### config.mk
export PLATFORM = sky130hd
export DESIGN_NAME = svie_alu
export DESIGN_NICKNAME = d
export VERILOG_FILES = /design/src/design/svie_pkg.sv /design/src/design/svie_alu.sv
export SDC_FILE = /design/constraint.sdc
export NUM_CORES = 1
export LEC_CHECK = 0
export BUFFER_PORTS_ARGS = -buffer_cell sky130_fd_sc_hd__buf_2
export CAP_MARGIN = 20
export CORE_MARGIN = 2
export CORE_UTILIZATION = 47
export DETAILED_ROUTE_END_ITERATION = 6
export PLACE_DENSITY_LB_ADDON = 0.25
export SLEW_MARGIN = 5
export SYNTH_ARGS = -nofsm -noshare
export SYNTH_HDL_FRONTEND = slang
export SYNTH_SLANG_ARGS = --single-unit
### constraint.sdc
create_clock -name vclk -period 8.8
set_clock_uncertainty 0.2 [all_clocks]
set_input_delay 1.32 -clock vclk [all_inputs]
set_output_delay 1.32 -clock vclk [all_outputs]
set_load 0.05 [all_outputs]
### src/design/svie_pkg.sv
package svie_pkg;

  // Storage sizes
  localparam int RegCount   = 16;
  localparam int StackDepth = 256;
  localparam int HeapDepth  = 256;

  localparam int RegAw   = $clog2(RegCount);
  localparam int StackAw = $clog2(StackDepth);
  localparam int HeapAw  = $clog2(HeapDepth);

  // Reset sweep covers the deeper of the two memories
  localparam int ClrDepth = (StackDepth > HeapDepth) ? StackDepth : HeapDepth;
  localparam int ClrAw    = $clog2(ClrDepth);

  // Architectural register indexes
  localparam logic [RegAw-1:0] RegIp  = RegAw'(0);
  localparam logic [RegAw-1:0] RegSp  = RegAw'(1);
  localparam logic [RegAw-1:0] RegFp  = RegAw'(2);
  localparam logic [RegAw-1:0] RegA   = RegAw'(3);
  localparam logic [RegAw-1:0] RegB   = RegAw'(4);
  localparam logic [RegAw-1:0] RegRop = RegAw'(5);
  localparam logic [RegAw-1:0] RegEf  = RegAw'(6);

  typedef enum logic [3:0] {
    FN_NOP  = 4'd0,
    FN_ADD  = 4'd1,
    FN_SUB  = 4'd2,
    FN_MULT = 4'd3,
    FN_CMP  = 4'd4,
    FN_MOV  = 4'd5,
    FN_JMP  = 4'd6,
    FN_JNZ  = 4'd7,
    FN_JZ   = 4'd8,
    FN_PUSH = 4'd9,
    FN_POP  = 4'd10,
    FN_CALL = 4'd11,
    FN_RET  = 4'd12,
    FN_HALT = 4'd13
  } func_e;

  typedef enum logic [2:0] {
    MD_DIRECT = 3'd0,
    MD_REG    = 3'd1,
    MD_HEAP   = 3'd2,
    MD_FRAME  = 3'd3,
    MD_SP     = 3'd4
  } mode_e;

  typedef enum logic [1:0] {
    ST_CLEAR,
    ST_OP1,
    ST_OP2,
    ST_EX
  } state_e;

endpackage

### src/design/svie_alu.sv
module svie_alu (
  input  logic [3:0]  func_i,
  input  logic [15:0] a_i,
  input  logic [15:0] b_i,
  output logic [15:0] res_o
);
  import svie_pkg::*;

  logic [31:0] prod;

  assign prod = 32'(a_i) * 32'(b_i);

  // Wrap every result at 16 bits
  always_comb begin
    unique case (func_i)
      FN_ADD:  res_o = 16'(a_i + b_i);
      FN_SUB:  res_o = 16'(a_i - b_i);
      FN_MULT: res_o = prod[15:0];
      FN_CMP:  res_o = {15'd0, (a_i == b_i)};
      default: res_o = 16'd0;
    endcase
  end
endmodule

==> flow_summary.html, run 1 <==
<table>
<tr><th>Metric</th><th>Value</th></tr>
<tr><th colspan="2">Floorplanning</th></tr>
<tr><td>Die outline width</td><td>114 µm</td></tr>
<tr><td>Die Height</td><td>114 µm</td></tr>
<tr><td>Core Rows</td><td>40</td></tr>
<tr><td>Core area</td><td>0.0119 mm²</td></tr>
<tr><td>Count of pins on the block boundary</td><td>52</td></tr>
<tr><td>Initial core utilization</td><td>47.6%</td></tr>
<tr><td>Die ar.</td><td>0.0130 mm²</td></tr>
<tr><th colspan="2">Synth</th></tr>
<tr><td>Synthesized netlist net count</td><td>928</td></tr>
<tr><td>Area of the mapped netlist</td><td>0.00567 mm²</td></tr>
<tr><td>Per-instance average area after synthesis</td><td>7.76 µm²</td></tr>
<tr><td>Post-synth cell types</td><td>61</td></tr>
<tr><td>Synthesis warning total</td><td>0</td></tr>
<tr><td>Post-synthesis instance total</td><td>730</td></tr>
<tr><td>Sequential share of the synthesized area</td><td>0%</td></tr>
<tr><th colspan="2">Pwr</th></tr>
<tr><td>Largest voltage drop on the vdd net</td><td>0.227 mV</td></tr>
<tr><td>Leakage power</td><td>3.08 nW</td></tr>
<tr><td>Power after layout</td><td>1.52 mW</td></tr>
<tr><td>Total power divided by cell area</td><td>253 mW/mm²</td></tr>
<tr><td>Net Switching</td><td>0.896 mW</td></tr>
<tr><td>Internal power contribution</td><td>0.620 mW</td></tr>
<tr><td>Portion of total power attributed to sequential cells</td><td>0%</td></tr>
<tr><td>Net switching fraction of the power</td><td>59.1%</td></tr>
<tr><td>Share of power burned in combinational logic</td><td>100.0%</td></tr>
<tr><td>Clk pwr share</td><td>0%</td></tr>
<tr><th colspan="2">Setup path</th></tr>
<tr><td>Cell chain of the critical path</td><td>buf_2 -&gt; ha_1 -&gt; xnor2_1 -&gt; ha_1 -&gt; a31oi_1 -&gt; fa_1 -&gt; fa_1 -&gt; fa_1 -&gt; inv_1 -&gt; fa_1 -&gt; inv_1 -&gt; fa_1 -&gt; inv_1 -&gt; ha_1 -&gt; a21o_1 -&gt; a31oi_1 -&gt; o21ai_1 -&gt; a31oi_1 -&gt; xnor2_1 -&gt; a22o_1 -&gt; buf_2</td></tr>
<tr><td>Most common cell type on the critical path</td><td>fa_1</td></tr>
<tr><td>Kind of launch point of the worst setup path</td><td>input pin</td></tr>
<tr><td>Largest stage delay on the critical path</td><td>0.56 ns</td></tr>
<tr><td>Critical path data arrival time</td><td>6.83 ns</td></tr>
<tr><td>Cell type of the slowest stage on the worst timing path</td><td>fa_1</td></tr>
<tr><td>Maximum net fanout on the critical path</td><td>13</td></tr>
<tr><td>Endpoint type of the worst setup path</td><td>primary output</td></tr>
<tr><td>Data required time at the worst endpoint</td><td>7.28 ns</td></tr>
<tr><td>Class of the most critical setup path</td><td>input pin to primary output</td></tr>
<tr><th colspan="2">STA</th></tr>
<tr><td>Sum of negative setup slack</td><td>0 ns</td></tr>
<tr><td># setup viols final</td><td>0</td></tr>
<tr><td>Hold Slack</td><td>2.90 ns</td></tr>
<tr><td>Fmax</td><td>120 MHz</td></tr>
<tr><td>Worst Max-Slew Pin Slew</td><td>0.946 ns</td></tr>
<tr><td>Post-route clock period utilization</td><td>94.9%</td></tr>
<tr><td>Max Transition Viols Final</td><td>0</td></tr>
<tr><td>Headroom to the max-slew limit</td><td>36.7%</td></tr>
<tr><td>RSZ-0062 raised after global routing</td><td>false</td></tr>
<tr><td>Post-route minimum period</td><td>8.35 ns</td></tr>
<tr><td>Final Hold Vio Count</td><td>0</td></tr>
<tr><th colspan="2">CTS</th></tr>
<tr><td>Post-CTS Setup Repair Bufs</td><td>0</td></tr>
<tr><td>Total of cells resized after clock tree synthesis</td><td>0</td></tr>
<tr><td>Post-CTS Hold Buffers</td><td>0</td></tr>
<tr><th colspan="2">GRT</th></tr>
<tr><td>Number of antenna violations at the first check in global routing</td><td>0</td></tr>
<tr><td>First-pass GRT wire length</td><td>27.0 mm</td></tr>
<tr><td>Gr usage total</td><td>26.3%</td></tr>
<tr><td>Overall overflow remaining after global route</td><td>0</td></tr>
<tr><td>Vias in the first global route</td><td>5317</td></tr>
<tr><td>Maximum number of pins on one net before global-route repair</td><td>19</td></tr>
<tr><th colspan="2">Hold path</th></tr>
<tr><td>Worst hold path endpoint</td><td>res_o[0]</td></tr>
<tr><td>Worst hold start</td><td>func_i[3]</td></tr>
<tr><td>Worst Hold Path Cells</td><td>5</td></tr>
<tr><td>Hold WC Path Type</td><td>input pin to primary output</td></tr>
<tr><th colspan="2">Routing</th></tr>
<tr><td>Residual antenna-violating net count after detailed routing</td><td>0</td></tr>
<tr><td>Remaining DRCs</td><td>0</td></tr>
<tr><td>Initial detailed-routing violation count</td><td>378</td></tr>
<tr><td>First-pass iteration count of the detailed router</td><td>5</td></tr>
<tr><td>Routed WL</td><td>16.7 mm</td></tr>
<tr><td>Drt wl/cell</td><td>18.5 µm</td></tr>
<tr><td>Overall via count from detail_route</td><td>5104</td></tr>
<tr><td>Routed vias/inst</td><td>5.66</td></tr>
<tr><th colspan="2">Final layout</th></tr>
<tr><td>Total Nets Final</td><td>954</td></tr>
<tr><td>Layout area overhead</td><td>5.83%</td></tr>
<tr><td># clk buffers</td><td>0</td></tr>
<tr><td>Post-layout instance count excluding filler cells</td><td>901</td></tr>
<tr><td>Number of sequential cells in the layout</td><td>0</td></tr>
<tr><td>Filler instances</td><td>1178</td></tr>
<tr><td>Share of layout cells above drive strength 1</td><td>10.5%</td></tr>
<tr><td>Sequential cell area</td><td>0 µm²</td></tr>
<tr><td>Number of antenna diodes</td><td>0</td></tr>
<tr><td>Final cell utilization of the core</td><td>50.3%</td></tr>
<tr><th colspan="2">Run status</th></tr>
<tr><td>Run status</td><td>completed</td></tr>
<tr><th colspan="2">Placement</th></tr>
<tr><td>Post-detailed-placement half-perimeter wirelength</td><td>13.3 mm</td></tr>
<tr><td>Number of input and output port buffers inserted</td><td>52</td></tr>
<tr><td>RD Place Congestion</td><td>0.952</td></tr>
<tr><td>Placed insts</td><td>901</td></tr>
<tr><th colspan="2">Run</th></tr>
<tr><td>Count of maximum capacitance violations</td><td>0</td></tr>
</table>
## cells by family (layout without fill, tap and decap cells)
group | after synthesis | after routing | synth area share (%)
AOI/OAI and AO/OA | 128 | 128 | 16.2
muxes | 1 | 1 | 0.177
and+or+nand+nor | 222 | 222 | 18.5
xor gates and xnor gates | 42 | 42 | 6.76
adders and majority gates | 162 | 162 | 46.5
buffers and inverters | 175 | 199 | 11.9
## per-stage QoR
step                instance area [µm²]  worst slack (ns)
finish                             6000             0.446
global route                       6000             0.181
CTS                                6000             0.405
detailed placement                 6000             0.417
global placement                   5990             0.584
floorplan                          5670             0.615
## worst max-delay path, delay by kind of cell
kind,cells,cell delay [ns]
AO/OA/AOI/OAI,6,1.15
buffers and inverters,5,0.69
XOR/XNOR,2,0.30
adder cells (fa/ha/maj),8,3.35
## placed cells by master (no fill, tap or decap), drive strengths merged, types with 18 or more instances in the layout
master / synthesis / routed
buf: 11 / 53
xnor2: 31 / 31
ha: 81 / 81
o21ai: 18 / 18
fa: 81 / 81
and2: 52 / 52
a21oi: 33 / 33
nor2: 50 / 50
nand2: 81 / 81
inv: 146 / 146
## area by class of cell
cell class	count	area (µm²)	area share [%]
multi-input cells	555	4990	83.3
inverters	146	548	9.14
repair buffers	53	272	4.53
well taps	147	184	3.07
## power by group through the flow
stage | clock (mW) | combinational, mW | sequential [mW]
2_1_floorplan | 0 | 1.15 | 0
3_3_place_gp | 0 | 1.48 | 0
3_5_place_dp | 0 | 1.51 | 0
4_1_cts | 0 | 1.52 | 0
5_1_grt | 0 | 1.68 | 0
6_report | 0 | 1.52 | 0
## synthesized netlist by cell type (all sizes together), types with 2 or more instances
| cell type | n | share of area, % |
|---|---|---|
| a2111oi | 2 | 0.53 |
| a221oi | 10 | 1.7 |
| a211oi | 2 | 0.26 |
| o21bai | 3 | 0.40 |
| nand2b | 4 | 0.44 |
| o221ai | 4 | 0.73 |
| a22o | 3 | 0.46 |
| o221a | 3 | 0.60 |
| nor2b | 5 | 0.55 |
| o22ai | 13 | 1.4 |
| xor2 | 11 | 1.7 |
| ha | 81 | 18 |
| and2 | 52 | 5.7 |
| and3 | 2 | 0.22 |
| a21o | 10 | 1.3 |
| a31oi | 5 | 0.55 |
| nand2 | 81 | 5.4 |
| o21a | 2 | 0.26 |
| a221o | 4 | 0.73 |
| nand3 | 12 | 1.1 |
| fa | 81 | 29 |
| a211o | 3 | 0.49 |
| o21ai | 18 | 1.7 |
| a21oi | 33 | 3.1 |
| inv | 146 | 9.7 |
| a22oi | 3 | 0.49 |
| or2 | 5 | 0.55 |
| o211ai | 2 | 0.26 |
| nor2 | 50 | 3.3 |
| clkbuf | 18 | 1.2 |
| buf | 11 | 0.99 |
| xnor2 | 31 | 5.1 |
| nor3 | 7 | 0.71 |
| a31o | 3 | 0.46 |
## worst max-delay path by stage
stage / slack, ns / endpoint / startpoint
floorplan: 0.62 / res_o[15] / b_i[1]
global placement: 0.58 / res_o[15] / a_i[5]
detailed placement: 0.42 / res_o[15] / a_i[5]
CTS: 0.41 / res_o[15] / a_i[5]
global route: 0.18 / res_o[14] / a_i[5]
finish: 0.45 / res_o[14] / a_i[5]
## routing by layer
metal / global-route usage [%] / vias up / share of wire, %
met5: 0 / - / 0
li1: - / 2389 / -
met1: 35.8 / 2489 / 42
met3: 0.691 / 32 / 6.1
met2: 47.0 / 194 / 49
met4: 5.85 / 0 / 3.0
(Power assumes the default switching activity.)
==> run 2: changes to the inputs <==
--- a/config.mk
+++ b/config.mk
@@ -8,7 +8,7 @@
 export BUFFER_PORTS_ARGS = -buffer_cell sky130_fd_sc_hd__buf_2
 export CAP_MARGIN = 20
 export CORE_MARGIN = 2
-export CORE_UTILIZATION = 47
+export CORE_UTILIZATION = 58
 export DETAILED_ROUTE_END_ITERATION = 6
 export PLACE_DENSITY_LB_ADDON = 0.25
 export SLEW_MARGIN = 5
==> flow_summary.html, run 2 (synthesized netlist as in run 1, its figures left out) <==
<table>
<tr><th>Metric</th><th>Value</th></tr>
<tr><th colspan="2">Routing</th></tr>
<tr><td>Overall via count from detail_route</td><td>5245 (+2.8%)</td></tr>
<tr><td>Routed WL</td><td>16.2 mm (-2.8%)</td></tr>
<tr><td>Routed vias/inst</td><td>5.91 (+4.4%)</td></tr>
<tr><td>Initial detailed-routing violation count</td><td>336 (-11%)</td></tr>
<tr><td>First-pass iteration count of the detailed router</td><td>5 (unchanged)</td></tr>
<tr><td>Drt wl/cell</td><td>18.3 µm (-1.3%)</td></tr>
<tr><td>Residual antenna-violating net count after detailed routing</td><td>0 (unchanged)</td></tr>
<tr><td>Remaining DRCs</td><td>0 (unchanged)</td></tr>
<tr><th colspan="2">STA</th></tr>
<tr><td># setup viols final</td><td>0 (unchanged)</td></tr>
<tr><td>Worst setup margin</td><td>0.477 ns (+0.0308 ns)</td></tr>
<tr><td>Headroom to the max-slew limit</td><td>32.5% (-4.1 points)</td></tr>
<tr><td>Post-route clock period utilization</td><td>94.6% (-0.35 points)</td></tr>
<tr><td>Sum of negative setup slack</td><td>0 ns (unchanged)</td></tr>
<tr><td>Max Transition Viols Final</td><td>0 (unchanged)</td></tr>
<tr><td>Final Hold Vio Count</td><td>0 (unchanged)</td></tr>
<tr><td>Fmax</td><td>120 MHz (+0.37%)</td></tr>
<tr><td>RSZ-0062 raised after global routing</td><td>false</td></tr>
<tr><td>Worst Max-Slew Pin Slew</td><td>1.01 ns (+0.0617 ns)</td></tr>
<tr><td>Post-route minimum period</td><td>8.32 ns (-0.0308 ns)</td></tr>
<tr><th colspan="2">Run status</th></tr>
<tr><td>Run status</td><td>completed</td></tr>
<tr><th colspan="2">Setup path</th></tr>
<tr><td>Endpoint type of the worst setup path</td><td>primary output</td></tr>
<tr><td>Largest stage delay on the critical path</td><td>0.54 ns (-0.02 ns)</td></tr>
<tr><td>Data required time at the worst endpoint</td><td>7.28 ns (about the same)</td></tr>
<tr><td>Cell type of the slowest stage on the worst timing path</td><td>fa_1</td></tr>
<tr><td>Critical path data arrival time</td><td>6.80 ns (-0.03 ns)</td></tr>
<tr><td>Most common cell type on the critical path</td><td>fa_1</td></tr>
<tr><td>Class of the most critical setup path</td><td>input pin to primary output</td></tr>
<tr><td>Kind of launch point of the worst setup path</td><td>input pin</td></tr>
<tr><td>Cell chain of the critical path</td><td>buf_2 -&gt; ha_1 -&gt; xnor2_1 -&gt; ha_1 -&gt; a31oi_1 -&gt; fa_1 -&gt; fa_1 -&gt; fa_1 -&gt; inv_1 -&gt; fa_1 -&gt; inv_1 -&gt; fa_1 -&gt; inv_1 -&gt; ha_1 -&gt; a21o_1 -&gt; a221oi_2 -&gt; o21ai_1 -&gt; xnor2_1 -&gt; o221ai_1 -&gt; buf_2</td></tr>
<tr><td>Maximum net fanout on the critical path</td><td>13 (unchanged)</td></tr>
<tr><th colspan="2">Final layout</th></tr>
<tr><td>Layout area overhead</td><td>5.45%</td></tr>
<tr><td>Number of antenna diodes</td><td>0 (unchanged)</td></tr>
<tr><td>Number of sequential cells in the layout</td><td>0 (unchanged)</td></tr>
<tr><td># clk buffers</td><td>0 (unchanged)</td></tr>
<tr><td>Filler instances</td><td>920 (-22%)</td></tr>
<tr><td>Commonest non-fill, non-tap cell in the layout</td><td>inv_1</td></tr>
<tr><td>Post-layout instance count excluding filler cells</td><td>887 (-1.6%)</td></tr>
<tr><td>Multi-input logic area</td><td>0.00499 mm² (unchanged)</td></tr>
<tr><td>Commonest non-fill, non-tap cells in the layout</td><td>144 x inv_1, 81 x fa_1, 81 x ha_1</td></tr>
<tr><td>Share of layout cells above drive strength 1</td><td>10.5% (unchanged)</td></tr>
<tr><td>Total Nets Final</td><td>954 (unchanged)</td></tr>
<tr><td>Final cell utilization of the core</td><td>62.0% (+12 points)</td></tr>
<tr><td>Sequential cell area</td><td>0 µm² (unchanged)</td></tr>
<tr><th colspan="2">GRT</th></tr>
<tr><td>Vias in the first global route</td><td>5404 (+1.6%)</td></tr>
<tr><td>Maximum number of pins on one net before global-route repair</td><td>19 (unchanged)</td></tr>
<tr><td>First-pass GRT wire length</td><td>26.1 mm (-3.3%)</td></tr>
<tr><td>Gr usage total</td><td>31.8% (+5.5 points)</td></tr>
<tr><td>Overall overflow remaining after global route</td><td>0 (unchanged)</td></tr>
<tr><td>Number of antenna violations at the first check in global routing</td><td>0 (unchanged)</td></tr>
<tr><th colspan="2">CTS</th></tr>
<tr><td>Post-CTS Hold Buffers</td><td>0 (unchanged)</td></tr>
<tr><td>Total of cells resized after clock tree synthesis</td><td>0 (unchanged)</td></tr>
<tr><td>Post-CTS Setup Repair Bufs</td><td>0 (unchanged)</td></tr>
<tr><th colspan="2">Pwr</th></tr>
<tr><td>Leakage power</td><td>3.08 nW (about the same)</td></tr>
<tr><td>Largest voltage drop on the vdd net</td><td>0.250 mV (+10%)</td></tr>
<tr><td>Total power divided by cell area</td><td>255 mW/mm² (+0.75%)</td></tr>
<tr><th colspan="2">Floorplanning</th></tr>
<tr><td>Initial core utilization</td><td>58.8% (+11 points)</td></tr>
<tr><td>Die outline width</td><td>103 µm (-9.6%)</td></tr>
<tr><td>Count of pins on the block boundary</td><td>52 (unchanged)</td></tr>
<tr><td>Core Rows</td><td>36 (-10%)</td></tr>
<tr><td>Die ar.</td><td>0.0106 mm² (-18%)</td></tr>
<tr><td>Core area</td><td>0.00964 mm² (-19%)</td></tr>
<tr><td>Die Height</td><td>103 µm (-9.6%)</td></tr>
<tr><th colspan="2">Hold path</th></tr>
<tr><td>Worst hold start</td><td>func_i[3]</td></tr>
<tr><td>Worst Hold Path Cells</td><td>5 (unchanged)</td></tr>
<tr><td>Worst hold path endpoint</td><td>res_o[0]</td></tr>
<tr><td>Hold WC Path Type</td><td>input pin to primary output</td></tr>
<tr><th colspan="2">Placement</th></tr>
<tr><td>Placement-stage worst setup slack</td><td>0.501 ns (+0.0842 ns)</td></tr>
<tr><td>Post-detailed-placement half-perimeter wirelength</td><td>12.9 mm (-2.9%)</td></tr>
<tr><td>RD Place Congestion</td><td>0.948 (-0.47%)</td></tr>
<tr><td>Number of input and output port buffers inserted</td><td>52 (unchanged)</td></tr>
<tr><td>Placed insts</td><td>886 (-1.7%)</td></tr>
<tr><th colspan="2">Run</th></tr>
<tr><td>Count of maximum capacitance violations</td><td>0 (unchanged)</td></tr>
</table>
-- run 2: cell types whose count changed in the layout (fill, tap and decap cells not counted) --
cell	before	now
buf_4	0	1
buf_6	1	0
-- run 2: power breakdown --
part | internal [mW] | total [mW] | switching, mW
logic | 0.623 | 1.52 | 0.899
clock network | 0 | 0 | 0
registers | 0 | 0 | 0
total | 0.623 | 1.52 | 0.899
-- run 2: layer usage --
layer	global-route usage, %	part of all wire [%]	up-vias
met5	0	0	-
met4	10.7	4.3	0
met3	3.73	7.3	59
met2	56.7	49	226
li1	-	-	2400
met1	40.2	40	2560
-- run 2: layout make-up --
cell class | instances | area share [%]
multi-input cells | 555 | 83.6
inverters | 146 | 9.17
repair buffers | 53 | 4.48
well taps | 133 | 2.78
-- run 2: worst max path at each step --
| stage | startpoint | to | slack [ns] |
|---|---|---|---|
| after global placement | a_i[5] | res_o[15] | 0.62 |
| after global routing | a_i[5] | res_o[15] | 0.26 |
| final | a_i[5] | res_o[15] | 0.48 |
| after detailed placement | a_i[5] | res_o[15] | 0.50 |
| after CTS | a_i[5] | res_o[15] | 0.49 |
| after floorplan | b_i[1] | res_o[15] | 0.62 |
-- run 2: through the flow --
step           power (mW)  area [µm²]  hold WS, ns
2_1_floorplan        1.15        5670         2.81
3_3_place_gp         1.46        5970         2.89
3_5_place_dp         1.51        5970         2.89
4_1_cts              1.52        5970         2.89
5_1_grt              1.69        5980         2.92
6_report             1.52        5980         2.89
-- run 2: worst max-delay path: cells and delay by family --
| family | cells | cell delay (ns) |
|---|---|---|
| buf+inv | 5 | 0.72 |
| xor+xnor | 2 | 0.28 |
| fa+ha+maj | 8 | 3.34 |
| compound gates | 5 | 1.15 |
==> run 3: changes to the inputs <==
==> constraint.sdc (replaced) <==
create_clock -name vclk -period 8.8
set_clock_uncertainty 0.2 [all_clocks]
set_input_delay 1.32 -clock vclk [all_inputs]
set_output_delay 1.32 -clock vclk [all_outputs]
set_load 0.005 [all_outputs]
==> flow_summary.html, run 3 (synthesized netlist as in run 1, its figures left out) <==
<table>
<tr><th>Metric</th><th>Value</th></tr>
<tr><th colspan="2">Routing</th></tr>
<tr><td>Initial detailed-routing violation count</td><td>345 (+2.7%)</td></tr>
<tr><td>Routed vias/inst</td><td>5.85 (-0.99%)</td></tr>
<tr><td>Drt wl/cell</td><td>18.0 µm (-1.3%)</td></tr>
<tr><td>First-pass iteration count of the detailed router</td><td>7 (+2)</td></tr>
<tr><td>Routed WL</td><td>16.0 mm (-1.3%)</td></tr>
<tr><td>Remaining DRCs</td><td>0 (unchanged)</td></tr>
<tr><td>Overall via count from detail_route</td><td>5193 (-0.99%)</td></tr>
<tr><td>Residual antenna-violating net count after detailed routing</td><td>0 (unchanged)</td></tr>
<tr><th colspan="2">STA</th></tr>
<tr><td>RSZ-0062 raised after global routing</td><td>false</td></tr>
<tr><td>Max Transition Viols Final</td><td>0 (unchanged)</td></tr>
<tr><td>Sum of negative setup slack</td><td>0 ns (unchanged)</td></tr>
<tr><td>Post-route minimum period</td><td>8.25 ns (-0.0737 ns)</td></tr>
<tr><td>Fmax</td><td>121 MHz (+0.89%)</td></tr>
<tr><td>Post-route clock period utilization</td><td>93.7% (-0.84 points)</td></tr>
<tr><td>Worst Max-Slew Pin Slew</td><td>0.961 ns (-0.0469 ns)</td></tr>
<tr><td>Headroom to the max-slew limit</td><td>35.7% (+3.1 points)</td></tr>
<tr><td># setup viols final</td><td>0 (unchanged)</td></tr>
<tr><td>Final Hold Vio Count</td><td>0 (unchanged)</td></tr>
<tr><td>Worst setup margin</td><td>0.551 ns (+0.0737 ns)</td></tr>
<tr><th colspan="2">Pwr</th></tr>
<tr><td>Largest voltage drop on the vdd net</td><td>0.288 mV (+15%)</td></tr>
<tr><td>Total power divided by cell area</td><td>246 mW/mm² (-3.5%)</td></tr>
<tr><td>Share of power burned in combinational logic</td><td>100.0% (about the same)</td></tr>
<tr><td>Clk pwr share</td><td>0% (unchanged)</td></tr>
<tr><td>Portion of total power attributed to sequential cells</td><td>0% (unchanged)</td></tr>
<tr><td>Net switching fraction of the power</td><td>57.7% (-1.4 points)</td></tr>
<tr><td>Leakage power</td><td>3.08 nW (about the same)</td></tr>
<tr><td>Net Switching</td><td>0.848 mW (-5.7%)</td></tr>
<tr><td>Internal power contribution</td><td>0.622 mW (-0.21%)</td></tr>
<tr><th colspan="2">GRT</th></tr>
<tr><td>Number of antenna violations at the first check in global routing</td><td>0 (unchanged)</td></tr>
<tr><td>Overall overflow remaining after global route</td><td>0 (unchanged)</td></tr>
<tr><td>First-pass GRT wire length</td><td>26.4 mm (+1.1%)</td></tr>
<tr><td>Maximum number of pins on one net before global-route repair</td><td>19 (unchanged)</td></tr>
<tr><td>Vias in the first global route</td><td>5242 (-3.0%)</td></tr>
<tr><td>Gr usage total</td><td>32.1% (+0.24 points)</td></tr>
<tr><th colspan="2">Final layout</th></tr>
<tr><td>Post-layout instance count excluding filler cells</td><td>887 (unchanged)</td></tr>
<tr><td>Number of sequential cells in the layout</td><td>0 (unchanged)</td></tr>
<tr><td>Commonest non-fill, non-tap cell in the layout</td><td>inv_1</td></tr>
<tr><td>Filler instances</td><td>907 (-1.4%)</td></tr>
<tr><td>Sequential cell area</td><td>0 µm² (unchanged)</td></tr>
<tr><td>Commonest non-fill, non-tap cells in the layout</td><td>144 x inv_1, 81 x fa_1, 81 x ha_1</td></tr>
<tr><td>Number of antenna diodes</td><td>0 (unchanged)</td></tr>
<tr><td>Share of layout cells above drive strength 1</td><td>10.5% (unchanged)</td></tr>
<tr><td>Layout area overhead</td><td>5.52% (about the same)</td></tr>
<tr><td>Total Nets Final</td><td>954 (unchanged)</td></tr>
<tr><td>Final cell utilization of the core</td><td>62.0% (about the same)</td></tr>
<tr><td># clk buffers</td><td>0 (unchanged)</td></tr>
<tr><th colspan="2">Floorplanning</th></tr>
<tr><td>Count of pins on the block boundary</td><td>52 (unchanged)</td></tr>
<tr><td>Die outline width</td><td>103 µm (unchanged)</td></tr>
<tr><td>Core Rows</td><td>36 (unchanged)</td></tr>
<tr><td>Die Height</td><td>103 µm (unchanged)</td></tr>
<tr><td>Die ar.</td><td>0.0106 mm² (unchanged)</td></tr>
<tr><td>Core area</td><td>0.00964 mm² (unchanged)</td></tr>
<tr><td>Initial core utilization</td><td>58.8% (unchanged)</td></tr>
<tr><th colspan="2">Setup path</th></tr>
<tr><td>Endpoint type of the worst setup path</td><td>primary output</td></tr>
<tr><td>CP startpoint</td><td>a_i[5]</td></tr>
<tr><td>Maximum net fanout on the critical path</td><td>13 (unchanged)</td></tr>
<tr><td>Critical path data arrival time</td><td>6.73 ns (-0.07 ns)</td></tr>
<tr><td>Class of the most critical setup path</td><td>input pin to primary output</td></tr>
<tr><td>Kind of launch point of the worst setup path</td><td>input pin</td></tr>
<tr><td>Data required time at the worst endpoint</td><td>7.28 ns (about the same)</td></tr>
<tr><th colspan="2">Placement</th></tr>
<tr><td>Placed insts</td><td>886 (unchanged)</td></tr>
<tr><td>Post-detailed-placement half-perimeter wirelength</td><td>12.7 mm (-1.6%)</td></tr>
<tr><td>Number of input and output port buffers inserted</td><td>52 (unchanged)</td></tr>
<tr><td>RD Place Congestion</td><td>0.936 (-1.2%)</td></tr>
<tr><td>Placement-stage worst setup slack</td><td>0.537 ns (+0.0362 ns)</td></tr>
<tr><th colspan="2">Hold path</th></tr>
<tr><td>Worst hold start</td><td>func_i[3]</td></tr>
<tr><td>Hold WC Path Type</td><td>input pin to primary output</td></tr>
<tr><th colspan="2">CTS</th></tr>
<tr><td>Post-CTS Hold Buffers</td><td>0 (unchanged)</td></tr>
<tr><td>Total of cells resized after clock tree synthesis</td><td>0 (unchanged)</td></tr>
<tr><td>Post-CTS Setup Repair Bufs</td><td>0 (unchanged)</td></tr>
<tr><th colspan="2">Run status</th></tr>
<tr><td>Run status</td><td>completed</td></tr>
<tr><th colspan="2">Run</th></tr>
<tr><td>Count of maximum capacitance violations</td><td>0 (unchanged)</td></tr>
</table>
[run 3: cell counts in the layout (fill, tap and decap cells not counted)]
No cell type changed its count.
[run 3: power by group through the flow]
stage,clock [mW],sequential (mW),combinational (mW)
4_1_cts,0,0,1.46
5_1_grt,0,0,1.63
2_1_floorplan,0,0,1.08
3_3_place_gp,0,0,1.41
3_5_place_dp,0,0,1.45
6_report,0,0,1.47
[run 3: cell type report]
cell class                      instances  area [µm²]  share of cell area, %
Tap cell                              133         166                   2.78
Inverter                              146         548                   9.17
Multi-Input combinational cell        555        4990                   83.5
Timing Repair Buffer                   53         272                   4.54
[run 3: final timing paths]
path / end / slack [ns] / depth (start not counted)
setup / recovery: res_o[15] / 0.55 / 20
hold / removal: res_o[0] / 2.83 / 5
[run 3: critical path, stage by stage]
cell and delay [ns]:
buf_2 0.28, ha_1 0.27, xnor2_1 0.10, ha_1 0.19, a31oi_1 0.36, fa_1 0.52, fa_1 0.50, fa_1 0.56
inv_1 0.05, fa_1 0.47, inv_1 0.05, fa_1 0.47, inv_1 0.04, ha_1 0.33, a21o_1 0.20, a221oi_2 0.33
o21ai_1 0.14, xnor2_1 0.23, o221ai_1 0.14, buf_2 0.15
[run 3: metrics by stage]
step                      area (µm²)  power (mW)  hold slack, ns
after global routing            5980        1.63            2.83
after CTS                       5970        1.46            2.82
final                           5980        1.47            2.83
after global placement          5970        1.41            2.81
after detailed placement        5970        1.45            2.81
after floorplan                 5670        1.08            2.58
[run 3: routing by layer]
metal	part of all wire (%)	wire length, µm	global-route usage, %
met3	6.0	956	1.42
met2	50	8000	57.7
met4	2.4	390	6.48
met5	0	0	0
met1	42	6640	43.3
